## src/hdl/assert_macros.svh

```systemverilog
// Assertion macros shared by the vital-sign alarm RTL.
// Every macro expects a clock named clk and an active-low reset named arst_n in scope.
`ifndef ASSERT_MACROS_SVH
`define ASSERT_MACROS_SVH

// Implication checked at every rising edge outside reset.
`define VSAD_ASSERT_IMPL(label, ante, cons, msg) \
	label: assert property (@(posedge clk) disable iff (!arst_n) (ante) |-> (cons)) \
		else $error(msg);

// Condition that must never hold outside reset.
`define VSAD_ASSERT_NEVER(label, expr, msg) \
	label: assert property (@(posedge clk) disable iff (!arst_n) !(expr)) \
		else $error(msg);

`endif

```

## src/hdl/vsad_pkg.sv

```systemverilog
// Shared types and constants for the vital-sign threshold alarm.
// No dependencies; imported by every module of the block.
`default_nettype none

package vsad_pkg;

	localparam int S_TDATA_W   = 64;
	localparam int S_TUSER_W   = 2;
	localparam int M_TDATA_W   = 8;
	localparam int CFG_INDEX_W = 3;
	localparam int CFG_DATA_W  = 32;
	localparam int QUEUE_DEPTH = 2;

	typedef enum logic [2:0] {
		GRADE_VERY_LOW  = 3'd0,
		GRADE_LOW       = 3'd1,
		GRADE_NORMAL    = 3'd2,
		GRADE_HIGH      = 3'd3,
		GRADE_VERY_HIGH = 3'd4,
		GRADE_INVALID   = 3'd5
	} grade_t;

	typedef enum logic [1:0] {
		ACT_RESTING = 2'd0,
		ACT_RUNNING = 2'd1,
		ACT_OTHER   = 2'd2
	} activity_t;

	typedef enum logic [CFG_INDEX_W-1:0] {
		REG_HR_VERY_LOW_MAX    = 3'd0,
		REG_HR_LOW_MAX         = 3'd1,
		REG_HR_NORMAL_MAX      = 3'd2,
		REG_HR_HIGH_MAX        = 3'd3,
		REG_SAT_VERY_LOW_MAX   = 3'd4,
		REG_SAT_LOW_MAX        = 3'd5,
		REG_SAT_NORMAL_MAX     = 3'd6,
		REG_RESEND_INTERVAL_MS = 3'd7
	} reg_idx_t;

	localparam logic [7:0]  HR_VERY_LOW_RESET    = 8'd39;
	localparam logic [7:0]  HR_LOW_RESET         = 8'd59;
	localparam logic [7:0]  HR_NORMAL_RESET      = 8'd100;
	localparam logic [7:0]  HR_HIGH_RESET        = 8'd120;
	localparam logic [6:0]  SPO2_VERY_LOW_RESET  = 7'd88;
	localparam logic [6:0]  SPO2_LOW_RESET       = 7'd94;
	localparam logic [6:0]  SPO2_NORMAL_RESET    = 7'd100;
	localparam logic [31:0] RESEND_INTERVAL_RESET = 32'd60000;

	typedef struct packed {
		logic [7:0]  hr_very_low_max;
		logic [7:0]  hr_low_max;
		logic [7:0]  hr_normal_max;
		logic [7:0]  hr_high_max;
		logic [6:0]  sat_very_low_max;
		logic [6:0]  sat_low_max;
		logic [6:0]  sat_normal_max;
		logic [31:0] resend_interval_ms;
	} cfg_t;

	// Classified sample handed from the front end to the alarm back end
	typedef struct packed {
		logic        sample_valid;
		grade_t      hr_grade;
		grade_t      spo2_grade;
		logic        hr_cond;
		logic        spo2_cond;
		logic [31:0] now_ms;
	} cls_t;

	typedef struct packed {
		logic   sample_valid;
		grade_t hr_grade;
		grade_t spo2_grade;
		logic   hr_alert_send;
		logic   spo2_alert_send;
	} result_t;

	typedef struct packed {
		logic [7:0]  hold_count;
		logic        alarm_on;
		logic [31:0] last_send_ms;
	} meas_state_t;

endpackage

`default_nettype wire

```

## src/hdl/vsad_front.sv

```systemverilog
// Front end: accepts samples, rejects flagged or zero readings and grades both measures.
// Depends on vsad_pkg; feeds vsad_queue.
`default_nettype none

module vsad_front (
	input  wire                         clk,
	input  wire                         arst_n,
	input  wire vsad_pkg::cfg_t         cfg,
	input  wire                         s_tvalid,
	output logic                        s_tready,
	input  wire [vsad_pkg::S_TDATA_W-1:0] s_tdata,
	input  wire [vsad_pkg::S_TUSER_W-1:0] s_tuser,
	output logic                        cls_valid,
	input  wire                         cls_ready,
	output vsad_pkg::cls_t              cls_data
);
	import vsad_pkg::*;

	logic [11:0] pulse_rate;
	logic [10:0] oxygen_sat;
	logic [1:0]  activity;
	logic [31:0] now_ms;
	logic        hr_nan;
	logic        sat_nan;
	logic        accepted;
	grade_t      hr_grade;
	grade_t      spo2_grade;
	cls_t        cls_c;
	logic        vld_s1;
	cls_t        cls_s1;

	assign pulse_rate = s_tdata[11:0];
	assign oxygen_sat = s_tdata[22:12];
	assign activity   = s_tdata[24:23];
	assign now_ms     = s_tdata[56:25];
	assign hr_nan     = s_tuser[0];
	assign sat_nan    = s_tuser[1];

	assign accepted = !hr_nan && !sat_nan && (pulse_rate != 12'd0) && (oxygen_sat != 11'd0);

	// Thresholds are tested in order; the first that holds wins
	always_comb begin
		if (activity != ACT_RESTING && activity != ACT_RUNNING) begin
			hr_grade = GRADE_INVALID;
		end else if (pulse_rate <= {cfg.hr_very_low_max, 4'd0}) begin
			hr_grade = GRADE_VERY_LOW;
		end else if (pulse_rate <= {cfg.hr_low_max, 4'd0}) begin
			hr_grade = GRADE_LOW;
		end else if (pulse_rate <= {cfg.hr_normal_max, 4'd0}) begin
			hr_grade = GRADE_NORMAL;
		end else if (pulse_rate <= {cfg.hr_high_max, 4'd0}) begin
			hr_grade = GRADE_HIGH;
		end else begin
			hr_grade = GRADE_VERY_HIGH;
		end
	end

	always_comb begin
		if (oxygen_sat <= {cfg.sat_very_low_max, 4'd0}) begin
			spo2_grade = GRADE_VERY_LOW;
		end else if (oxygen_sat <= {cfg.sat_low_max, 4'd0}) begin
			spo2_grade = GRADE_LOW;
		end else if (oxygen_sat <= {cfg.sat_normal_max, 4'd0}) begin
			spo2_grade = GRADE_NORMAL;
		end else begin
			spo2_grade = GRADE_INVALID;
		end
	end

	always_comb begin
		cls_c.now_ms = now_ms;
		if (accepted) begin
			cls_c.sample_valid = 1'b1;
			cls_c.hr_grade     = hr_grade;
			cls_c.spo2_grade   = spo2_grade;
			cls_c.hr_cond      = hr_grade inside {GRADE_VERY_LOW, GRADE_LOW,
				GRADE_HIGH, GRADE_VERY_HIGH};
			cls_c.spo2_cond    = spo2_grade inside {GRADE_VERY_LOW, GRADE_LOW};
		end else begin
			cls_c.sample_valid = 1'b0;
			cls_c.hr_grade     = GRADE_INVALID;
			cls_c.spo2_grade   = GRADE_INVALID;
			cls_c.hr_cond      = 1'b0;
			cls_c.spo2_cond    = 1'b0;
		end
	end

	// Hold the graded sample until the queue takes it
	assign s_tready = !vld_s1 || cls_ready;

	always_ff @(posedge clk or negedge arst_n) begin
		if (!arst_n) begin
			vld_s1 <= 1'b0;
		end else if (s_tready) begin
			vld_s1 <= s_tvalid;
		end
	end

	always_ff @(posedge clk) begin
		if (s_tvalid && s_tready) begin
			cls_s1 <= cls_c;
		end
	end

	assign cls_valid = vld_s1;
	assign cls_data  = cls_s1;

endmodule

`default_nettype wire

```

## src/hdl/vsad_queue.sv

```systemverilog
// Short FIFO of classified samples between the front end and the alarm back end.
// Depends on vsad_pkg for the entry type.
`default_nettype none

module vsad_queue #(
	parameter int DEPTH = 2
) (
	input  wire                  clk,
	input  wire                  arst_n,
	input  wire                  push_valid,
	output logic                 push_ready,
	input  wire vsad_pkg::cls_t  push_data,
	output logic                 pop_valid,
	input  wire                  pop_ready,
	output vsad_pkg::cls_t       pop_data
);
	import vsad_pkg::*;

	localparam int PTR_W = $clog2(DEPTH);
	localparam int CNT_W = $clog2(DEPTH + 1);
	localparam logic [PTR_W-1:0] LAST_PTR = PTR_W'(DEPTH - 1);

	cls_t             mem_q [DEPTH];
	logic [PTR_W-1:0] wr_ptr_q;
	logic [PTR_W-1:0] rd_ptr_q;
	logic [CNT_W-1:0] count_q;
	logic             do_push;
	logic             do_pop;

	assign push_ready = count_q != CNT_W'(DEPTH);
	assign pop_valid  = count_q != '0;
	assign pop_data   = mem_q[rd_ptr_q];
	assign do_push    = push_valid && push_ready;
	assign do_pop     = pop_valid && pop_ready;

	always_ff @(posedge clk or negedge arst_n) begin
		if (!arst_n) begin
			wr_ptr_q <= '0;
			rd_ptr_q <= '0;
			count_q  <= '0;
		end else begin
			if (do_push) begin
				wr_ptr_q <= (wr_ptr_q == LAST_PTR) ? '0 : wr_ptr_q + 1'b1;
			end
			if (do_pop) begin
				rd_ptr_q <= (rd_ptr_q == LAST_PTR) ? '0 : rd_ptr_q + 1'b1;
			end
			if (do_push && !do_pop) begin
				count_q <= count_q + 1'b1;
			end else if (do_pop && !do_push) begin
				count_q <= count_q - 1'b1;
			end
		end
	end

	always_ff @(posedge clk) begin
		if (do_push) begin
			mem_q[wr_ptr_q] <= push_data;
		end
	end

endmodule

`default_nettype wire

```

## src/hdl/vsad_back.sv

```systemverilog
// Back end: per-measure debounce and resend timing, plus the result output register.
// Depends on vsad_pkg; takes entries from vsad_queue.
`default_nettype none

module vsad_back #(
	parameter int DEBOUNCE_COUNT = 3
) (
	input  wire                          clk,
	input  wire                          arst_n,
	input  wire vsad_pkg::cfg_t          cfg,
	input  wire                          cls_valid,
	output logic                         cls_ready,
	input  wire vsad_pkg::cls_t          cls_data,
	output logic                         m_tvalid,
	input  wire                          m_tready,
	output logic [vsad_pkg::M_TDATA_W-1:0] m_tdata,
	output logic                         m_tuser
);
	import vsad_pkg::*;

	localparam logic [7:0] HOLD_LIMIT = 8'(DEBOUNCE_COUNT);

	typedef struct packed {
		meas_state_t st;
		logic        send;
	} deb_t;

	meas_state_t hr_st_q;
	meas_state_t spo2_st_q;
	deb_t        hr_deb;
	deb_t        spo2_deb;
	logic        take;
	logic        m_tvalid_q;
	result_t     res_q;

	function automatic deb_t debounce(meas_state_t st, logic cond, logic [31:0] now,
		logic [31:0] interval);
		deb_t        r;
		logic [7:0]  cnt;
		logic [31:0] elapsed;
		cnt     = (st.hold_count == 8'hFF) ? st.hold_count : st.hold_count + 8'd1;
		elapsed = now - st.last_send_ms;
		r.st    = st;
		r.send  = 1'b0;
		if (!cond) begin
			r.st.hold_count = 8'd0;
			r.st.alarm_on   = 1'b0;
		end else begin
			r.st.hold_count = cnt;
			if (cnt >= HOLD_LIMIT && !st.alarm_on) begin
				r.st.alarm_on     = 1'b1;
				r.st.last_send_ms = now;
				r.send            = 1'b1;
			end else if (st.alarm_on && elapsed >= interval) begin
				r.st.last_send_ms = now;
				r.send            = 1'b1;
			end
		end
		return r;
	endfunction

	assign hr_deb   = debounce(hr_st_q, cls_data.hr_cond, cls_data.now_ms,
		cfg.resend_interval_ms);
	assign spo2_deb = debounce(spo2_st_q, cls_data.spo2_cond, cls_data.now_ms,
		cfg.resend_interval_ms);

	// Advance whenever the output register is empty or being drained
	assign cls_ready = !m_tvalid_q || m_tready;
	assign take      = cls_valid && cls_ready;

	always_ff @(posedge clk or negedge arst_n) begin
		if (!arst_n) begin
			m_tvalid_q <= 1'b0;
			hr_st_q    <= '0;
			spo2_st_q  <= '0;
		end else begin
			if (cls_ready) begin
				m_tvalid_q <= cls_valid;
			end
			// Rejected samples leave the alarm state untouched
			if (take && cls_data.sample_valid) begin
				hr_st_q   <= hr_deb.st;
				spo2_st_q <= spo2_deb.st;
			end
		end
	end

	always_ff @(posedge clk) begin
		if (take) begin
			res_q.sample_valid    <= cls_data.sample_valid;
			res_q.hr_grade        <= cls_data.hr_grade;
			res_q.spo2_grade      <= cls_data.spo2_grade;
			res_q.hr_alert_send   <= cls_data.sample_valid && hr_deb.send;
			res_q.spo2_alert_send <= cls_data.sample_valid && spo2_deb.send;
		end
	end

	assign m_tvalid = m_tvalid_q;
	assign m_tuser  = res_q.sample_valid;
	assign m_tdata  = {res_q.spo2_alert_send, res_q.hr_alert_send,
		res_q.spo2_grade, res_q.hr_grade};

endmodule

`default_nettype wire

```

## src/hdl/vital_sign_alarm_debounce.sv

```systemverilog
// Vital-sign threshold alarm with debounce and resend: top level and register file.
// Depends on vsad_pkg, vsad_front, vsad_queue, vsad_back and assert_macros.svh.
//
//  channel | direction | handshake          | payload
//  --------+-----------+--------------------+------------------------------------------
//  s_*     | in        | s_tvalid/s_tready  | samples: tdata 64 bits, tuser 2 flag bits
//  m_*     | out       | m_tvalid/m_tready  | results: tdata 8 bits, tuser sample_valid
//  cfg_*   | in        | cfg_valid/cfg_ready| register index 3 bits, data 32 bits
//
// One sample per cycle sustained while m_tready stays high; a result reaches m_* through
// the front grading register, one queue slot and the back output register.
// The debounce state updates in the back end as each result is registered, so
// consecutive samples see each other's effect with no bubble.
// arst_n clears the pipeline, the queue and the alarm state and loads the threshold
// reset values. A stall on m_* fills the output register, then the queue, then the
// front register before s_tready drops. cfg_ready is always high.
`default_nettype none
`include "assert_macros.svh"

module vital_sign_alarm_debounce #(
	parameter int DEBOUNCE_COUNT = 3
) (
	input  wire                              clk,
	input  wire                              arst_n,
	input  wire                              s_tvalid,
	output logic                             s_tready,
	// pulse_rate[11:0], oxygen_sat[22:12], activity[24:23], now_ms[56:25], zeros above
	input  wire [vsad_pkg::S_TDATA_W-1:0]    s_tdata,
	// pulse_rate_nan[0], oxygen_sat_nan[1]
	input  wire [vsad_pkg::S_TUSER_W-1:0]    s_tuser,
	output logic                             m_tvalid,
	input  wire                              m_tready,
	// hr_grade[2:0], spo2_grade[5:3], hr_alert_send[6], spo2_alert_send[7]
	output logic [vsad_pkg::M_TDATA_W-1:0]   m_tdata,
	// sample_valid[0]
	output logic                             m_tuser,
	input  wire                              cfg_valid,
	output logic                             cfg_ready,
	input  wire [vsad_pkg::CFG_INDEX_W-1:0]  cfg_index,
	input  wire [vsad_pkg::CFG_DATA_W-1:0]   cfg_data
);
	import vsad_pkg::*;

	cfg_t   cfg_q;
	logic   f2q_valid;
	logic   f2q_ready;
	cls_t   f2q_data;
	logic   q2b_valid;
	logic   q2b_ready;
	cls_t   q2b_data;
	grade_t out_hr_grade;
	grade_t out_spo2_grade;
	logic   out_hr_send;
	logic   out_spo2_send;

	assign cfg_ready = 1'b1;

	always_ff @(posedge clk or negedge arst_n) begin
		if (!arst_n) begin
			cfg_q.hr_very_low_max    <= HR_VERY_LOW_RESET;
			cfg_q.hr_low_max         <= HR_LOW_RESET;
			cfg_q.hr_normal_max      <= HR_NORMAL_RESET;
			cfg_q.hr_high_max        <= HR_HIGH_RESET;
			cfg_q.sat_very_low_max   <= SPO2_VERY_LOW_RESET;
			cfg_q.sat_low_max        <= SPO2_LOW_RESET;
			cfg_q.sat_normal_max     <= SPO2_NORMAL_RESET;
			cfg_q.resend_interval_ms <= RESEND_INTERVAL_RESET;
		end else if (cfg_valid && cfg_ready) begin
			case (reg_idx_t'(cfg_index))
				REG_HR_VERY_LOW_MAX:    cfg_q.hr_very_low_max    <= cfg_data[7:0];
				REG_HR_LOW_MAX:         cfg_q.hr_low_max         <= cfg_data[7:0];
				REG_HR_NORMAL_MAX:      cfg_q.hr_normal_max      <= cfg_data[7:0];
				REG_HR_HIGH_MAX:        cfg_q.hr_high_max        <= cfg_data[7:0];
				REG_SAT_VERY_LOW_MAX:   cfg_q.sat_very_low_max   <= cfg_data[6:0];
				REG_SAT_LOW_MAX:        cfg_q.sat_low_max        <= cfg_data[6:0];
				REG_SAT_NORMAL_MAX:     cfg_q.sat_normal_max     <= cfg_data[6:0];
				REG_RESEND_INTERVAL_MS: cfg_q.resend_interval_ms <= cfg_data;
				default: ;
			endcase
		end
	end

	vsad_front u_front (
		.clk       (clk),
		.arst_n    (arst_n),
		.cfg       (cfg_q),
		.s_tvalid  (s_tvalid),
		.s_tready  (s_tready),
		.s_tdata   (s_tdata),
		.s_tuser   (s_tuser),
		.cls_valid (f2q_valid),
		.cls_ready (f2q_ready),
		.cls_data  (f2q_data)
	);

	vsad_queue #(
		.DEPTH (QUEUE_DEPTH)
	) u_queue (
		.clk        (clk),
		.arst_n     (arst_n),
		.push_valid (f2q_valid),
		.push_ready (f2q_ready),
		.push_data  (f2q_data),
		.pop_valid  (q2b_valid),
		.pop_ready  (q2b_ready),
		.pop_data   (q2b_data)
	);

	vsad_back #(
		.DEBOUNCE_COUNT (DEBOUNCE_COUNT)
	) u_back (
		.clk       (clk),
		.arst_n    (arst_n),
		.cfg       (cfg_q),
		.cls_valid (q2b_valid),
		.cls_ready (q2b_ready),
		.cls_data  (q2b_data),
		.m_tvalid  (m_tvalid),
		.m_tready  (m_tready),
		.m_tdata   (m_tdata),
		.m_tuser   (m_tuser)
	);

	assign out_hr_grade   = grade_t'(m_tdata[2:0]);
	assign out_spo2_grade = grade_t'(m_tdata[5:3]);
	assign out_hr_send    = m_tdata[6];
	assign out_spo2_send  = m_tdata[7];

	`VSAD_ASSERT_IMPL(a_reject_quiet, m_tvalid && !m_tuser,
		out_hr_grade == GRADE_INVALID && out_spo2_grade == GRADE_INVALID &&
		!out_hr_send && !out_spo2_send, "rejected sample carries grades or sends")
	`VSAD_ASSERT_IMPL(a_hr_send_cond, m_tvalid && out_hr_send,
		out_hr_grade != GRADE_NORMAL && out_hr_grade != GRADE_INVALID,
		"heart-rate alert sent without a raised condition")
	`VSAD_ASSERT_IMPL(a_spo2_send_cond, m_tvalid && out_spo2_send,
		out_spo2_grade == GRADE_VERY_LOW || out_spo2_grade == GRADE_LOW,
		"SpO2 alert sent without a raised condition")
	`VSAD_ASSERT_NEVER(a_spo2_grade_range, m_tvalid && (out_spo2_grade == GRADE_HIGH ||
		out_spo2_grade == GRADE_VERY_HIGH), "SpO2 graded above normal")

endmodule

`default_nettype wire

```

## config.mk

```make
export PLATFORM = sky130hd
export DESIGN_NAME = vital_sign_alarm_debounce
export DESIGN_NICKNAME = d
export VERILOG_FILES = /design/src/hdl/vsad_pkg.sv /design/src/hdl/vsad_front.sv /design/src/hdl/vsad_queue.sv /design/src/hdl/vsad_back.sv /design/src/hdl/vital_sign_alarm_debounce.sv
export VERILOG_INCLUDE_DIRS = /design/src /design/src/hdl
export SDC_FILE = /design/constraint.sdc
export NUM_CORES = 1
export LEC_CHECK = 0
export ABC_AREA = 0
export BUFFER_PORTS_ARGS = -buffer_cell sky130_fd_sc_hd__buf_2
export CORE_MARGIN = 2
export CORE_UTILIZATION = 40
export CTS_CLUSTER_SIZE = 10
export DETAILED_ROUTE_END_ITERATION = 12
export GPL_TIMING_DRIVEN = 0
export MAX_ROUTING_LAYER = met4
export PLACE_DENSITY = 0.68
export SLEW_MARGIN = 10
export SYNTH_ARGS = -nofsm -noshare
export SYNTH_HDL_FRONTEND = slang
export SYNTH_HIERARCHICAL = 1
export SYNTH_SLANG_ARGS = --single-unit
```

## constraint.sdc

```tcl
create_clock -name clk -period 8.6 [get_ports clk]
set_input_delay 0.86 -clock clk [delete_from_list [all_inputs] [get_ports clk]]
set_output_delay 0.86 -clock clk [all_outputs]
set_load 0.005 [all_outputs]
```

==> summary.md <==
| Metric | Value |
|---|---|
| Post-Synthesis Cells | 1548 |
| Antenna violations before repair | 2 |
| Pwr Total | 9.14 mW |
| RSZ-0062 raised after global routing | no |
| Setup CP Type | reg2reg |
| CORE AREA | 45100 µm² |
| Via count of the first global-routing pass | 12500 |
| Placer Congestion | 0.880 |
| Post-synth ARST share | 56.7% |
| Drt total wl | 40200 µm |
| Mean Syn Cell Area | 11.7 µm² |
| First-pass GRT wire length | 65100 µm |
| Slew Viols, Final | 0 |
| Worst-margin pin slew | 697 ps |
| Initial DRC count | 750 |
| Dpl cells | 2256 |
| Clock Latency Late Sink | 550 ps |
| Prevailing post-synth register cell | dfrtp_1 |
| Number of synthesized register bits | 305 |
| Worst Skew | 14.7 ps |
| Critical path launch point type | flip-flop |
| Clock sink count | 305 |
| Die Area | 47200 µm² |
| IO Count | 118 |
| Mapped Area | 18200 µm² |
| Crit path max fanout | 10 |
| Run status | complete, no violations |
| Initial Utilization | 40.3% |
| Non-filler cells, final | 2330 |
| R2R Path Start | u_queue/rd_ptr_q |
| WL/cell | 17.3 µm |
| Row count | 78 |
| Int Power | 5.43 mW |
| Data required, critical path | 9020 ps |
| Minimum clock period | 6370 ps |
| Clock Root Buffer | clkbuf_16 |
| Largest net degree at the start of global routing | 95 |
| Syn nets | 1838 |
| Drt drc | 0 |
| Pre-antenna DRT Iters | 5 |
| CTS tree | built |
| Setup TNS | 0 ps |
| Crit end category | flip-flop |
| Final Hold Fails | 0 |
| Layout area overhead | 14.4% |
| Pre-CTS setup slack | 2120 ps |
| Vias | 12300 |
| Mean number of vias per cell | 5.26 |
| Clock-pin slew on the worst setup and hold paths | 50 ps |
| DRT antenna net count | 0 |
| Peak supply drop | 0.170 mV |
| Worst Setup SP | u_queue/rd_ptr_q |
| Bufs on Longest Clock Path | 3 |
| Clock power share | 17.2% |
| Sequential share of the synthesized area | 45.8% |
| Hold crit path type | in2async |
| Fraction of layout cells with a size suffix above 1 | 25.0% |
| Fillcell total | 4136 |
| Critical path arrival | 6790 ps |
| Yosys warnings | 6 |
| Max-Cap Viols | 0 |
| Net switching power | 3.71 mW |
| Number of flops mapped to enable cells by yosys | 132 |
| Slack of the critical path | 2230 ps |
| Most common cell after layout, fill and taps aside | ha_1 |
| Post_cts resized | 0 |
| Combinational share of power | 58.4% |
| Power Density | 440 nW/µm² |
| Slew margin rel. | 53.4% |
| H-tree depth | 2 |
| IO Port Bufs | 104 |
| Die Ht | 217 µm |
| Total track usage | 17.9% |
| Gr ovfl total | 0 |
| Total CTS buffers | 39 |
| Final HPWL DP | 30100 µm |
| Die span in x | 217 µm |
| Max Clk Rate | 0.157 GHz |
| Nets | 1987 |
| # Post-CTS Setup Buffers | 0 |
| P_leak | 9.27 nW |
| R2R setup slack | 2230 ps |
| Switching Fraction | 40.6% |
| Commonest non-fill, non-tap cells in the layout | ha_1, inv_1, dfrtp_1, edfxtp_1, mux2_2 |
| Tcrit/Tclk final | 74.1% |
| Final setup vio count | 0 |
| Count of cell types in the netlist | 87 |
| Hold_buf cts | 0 |
| Sequential power share | 24.5% |
==> synth_stat cells, types with 14 or more instances <==
library cell	n	area (µm²)
xor2_1	16	140
a21oi_1	112	561
nand4_1	30	188
xnor2_1	46	403
and3_1	14	87.6
nor2b_1	14	87.6
ha_1	182	2280
nor2_1	61	229
dfrtp_1	139	3480
a21o_1	48	360
nand2b_1	19	119
nand3_1	25	125
inv_1	156	586
mux2_4	69	1040
edfxtp_1	132	3960
mux2_2	116	1310
dfstp_2	34	893
o21ai_0	51	255
nand2_1	66	248
==> kinds of logic (layout without fill, tap and decap cells) <==
group | after synthesis | in the layout | synth area share, %
xor+xnor | 62 | 62 | 2.99
mux | 193 | 193 | 13.4
compound gates | 320 | 320 | 11.4
other cells | 1 | 4 | 0.0206
simple gates | 292 | 292 | 8.75
buf+inv | 191 | 370 | 4.88
fa+ha+maj | 184 | 184 | 12.7
flops | 305 | 305 | 45.8
==> per-layer routing <==
layer	wire length, µm	share of wire [%]	vias to the layer above	track usage [%]
met5	0	0	-	-
met4	911	2.3	0	5.55
met3	1910	4.8	59	2.68
met2	19800	49	257	30.3
met1	17600	44	5978	22.2
li1	-	-	5960	-
==> registers in the layout, indices dropped and copies added (netlist names) <==
register and count:
cfg_q 85, u_queue/count_q 2, u_back/hr_st_q 41, u_queue/mem_q 82, u_queue/wr_ptr_q 1, u_back/m_tuser 1
u_front/cls_data 41, u_front/cls_valid 1, u_back/spo2_st_q 41, u_back/m_tvalid 1, u_back/m_tdata 8, u_queue/rd_ptr_q 1
==> power by group through the flow <==
stage | clock network, mW | registers [mW] | logic (mW)
3_5_place_dp | 0 | 2.26 | 5.28
2_1_floorplan | 0 | 2.21 | 4.06
5_1_grt | 1.67 | 2.29 | 5.98
6_report | 1.57 | 2.24 | 5.33
3_3_place_gp | 0 | 2.25 | 5.11
4_1_cts | 1.62 | 2.24 | 5.33
==> final timing paths <==
kind,to,cells past startpoint
setup / recovery,u_back/hr_st_q[31],23
hold / removal,u_back/spo2_st_q[5],1
setup reg to reg,u_back/hr_st_q[31],23
hold reg to reg,u_queue/mem_q[1][24],0
max in group asynchronous,cfg_q[73],2
min in group clk,u_queue/mem_q[1][24],0
==> through the flow <==
| step | hold slack, ps | utilization [%] | instance area [µm²] |
|---|---|---|---|
| after floorplan | 421 | - | 18200 |
| after global placement | 423 | 43.1 | 19500 |
| after global routing | 355 | 46.1 | 20800 |
| after CTS | 331 | 46.1 | 20800 |
| final | 323 | 46.1 | 20800 |
| after detailed placement | 429 | 43.4 | 19600 |
==> critical path, cell delays in order (launching register included) <==
cell and delay, ps:
dfrtp_1 370, buf_6 150, buf_12 150, mux2_4 310, inv_1 80, ha_1 170, inv_1 60, fa_1 430
a211oi_1 240, o21bai_1 120, a31o_2 270, a31oi_1 290, o21ai_1 200, a41oi_1 320, o22ai_1 150, mux2i_1 170
o211ai_1 160, ha_1 320, nand4_1 150, or4_1 650, o41ai_2 440, nand4_2 350, buf_2 330, mux2_1 350
==> cell type report <==
class / count / area, µm² / area share (%)
inverter: 156 / 586 / 2.82
antenna: 3 / 7.51 / 0.0361
clock buffer: 65 / 1150 / 5.51
multi-input combinational: 1052 / 8970 / 43.1
tap: 600 / 751 / 3.61
buffer: 35 / 302 / 1.45
clock inverter: 6 / 83.8 / 0.403
timing repair buffer: 108 / 618 / 2.97
sequential: 305 / 8340 / 40.1
Power figures use the tool's default switching activity.
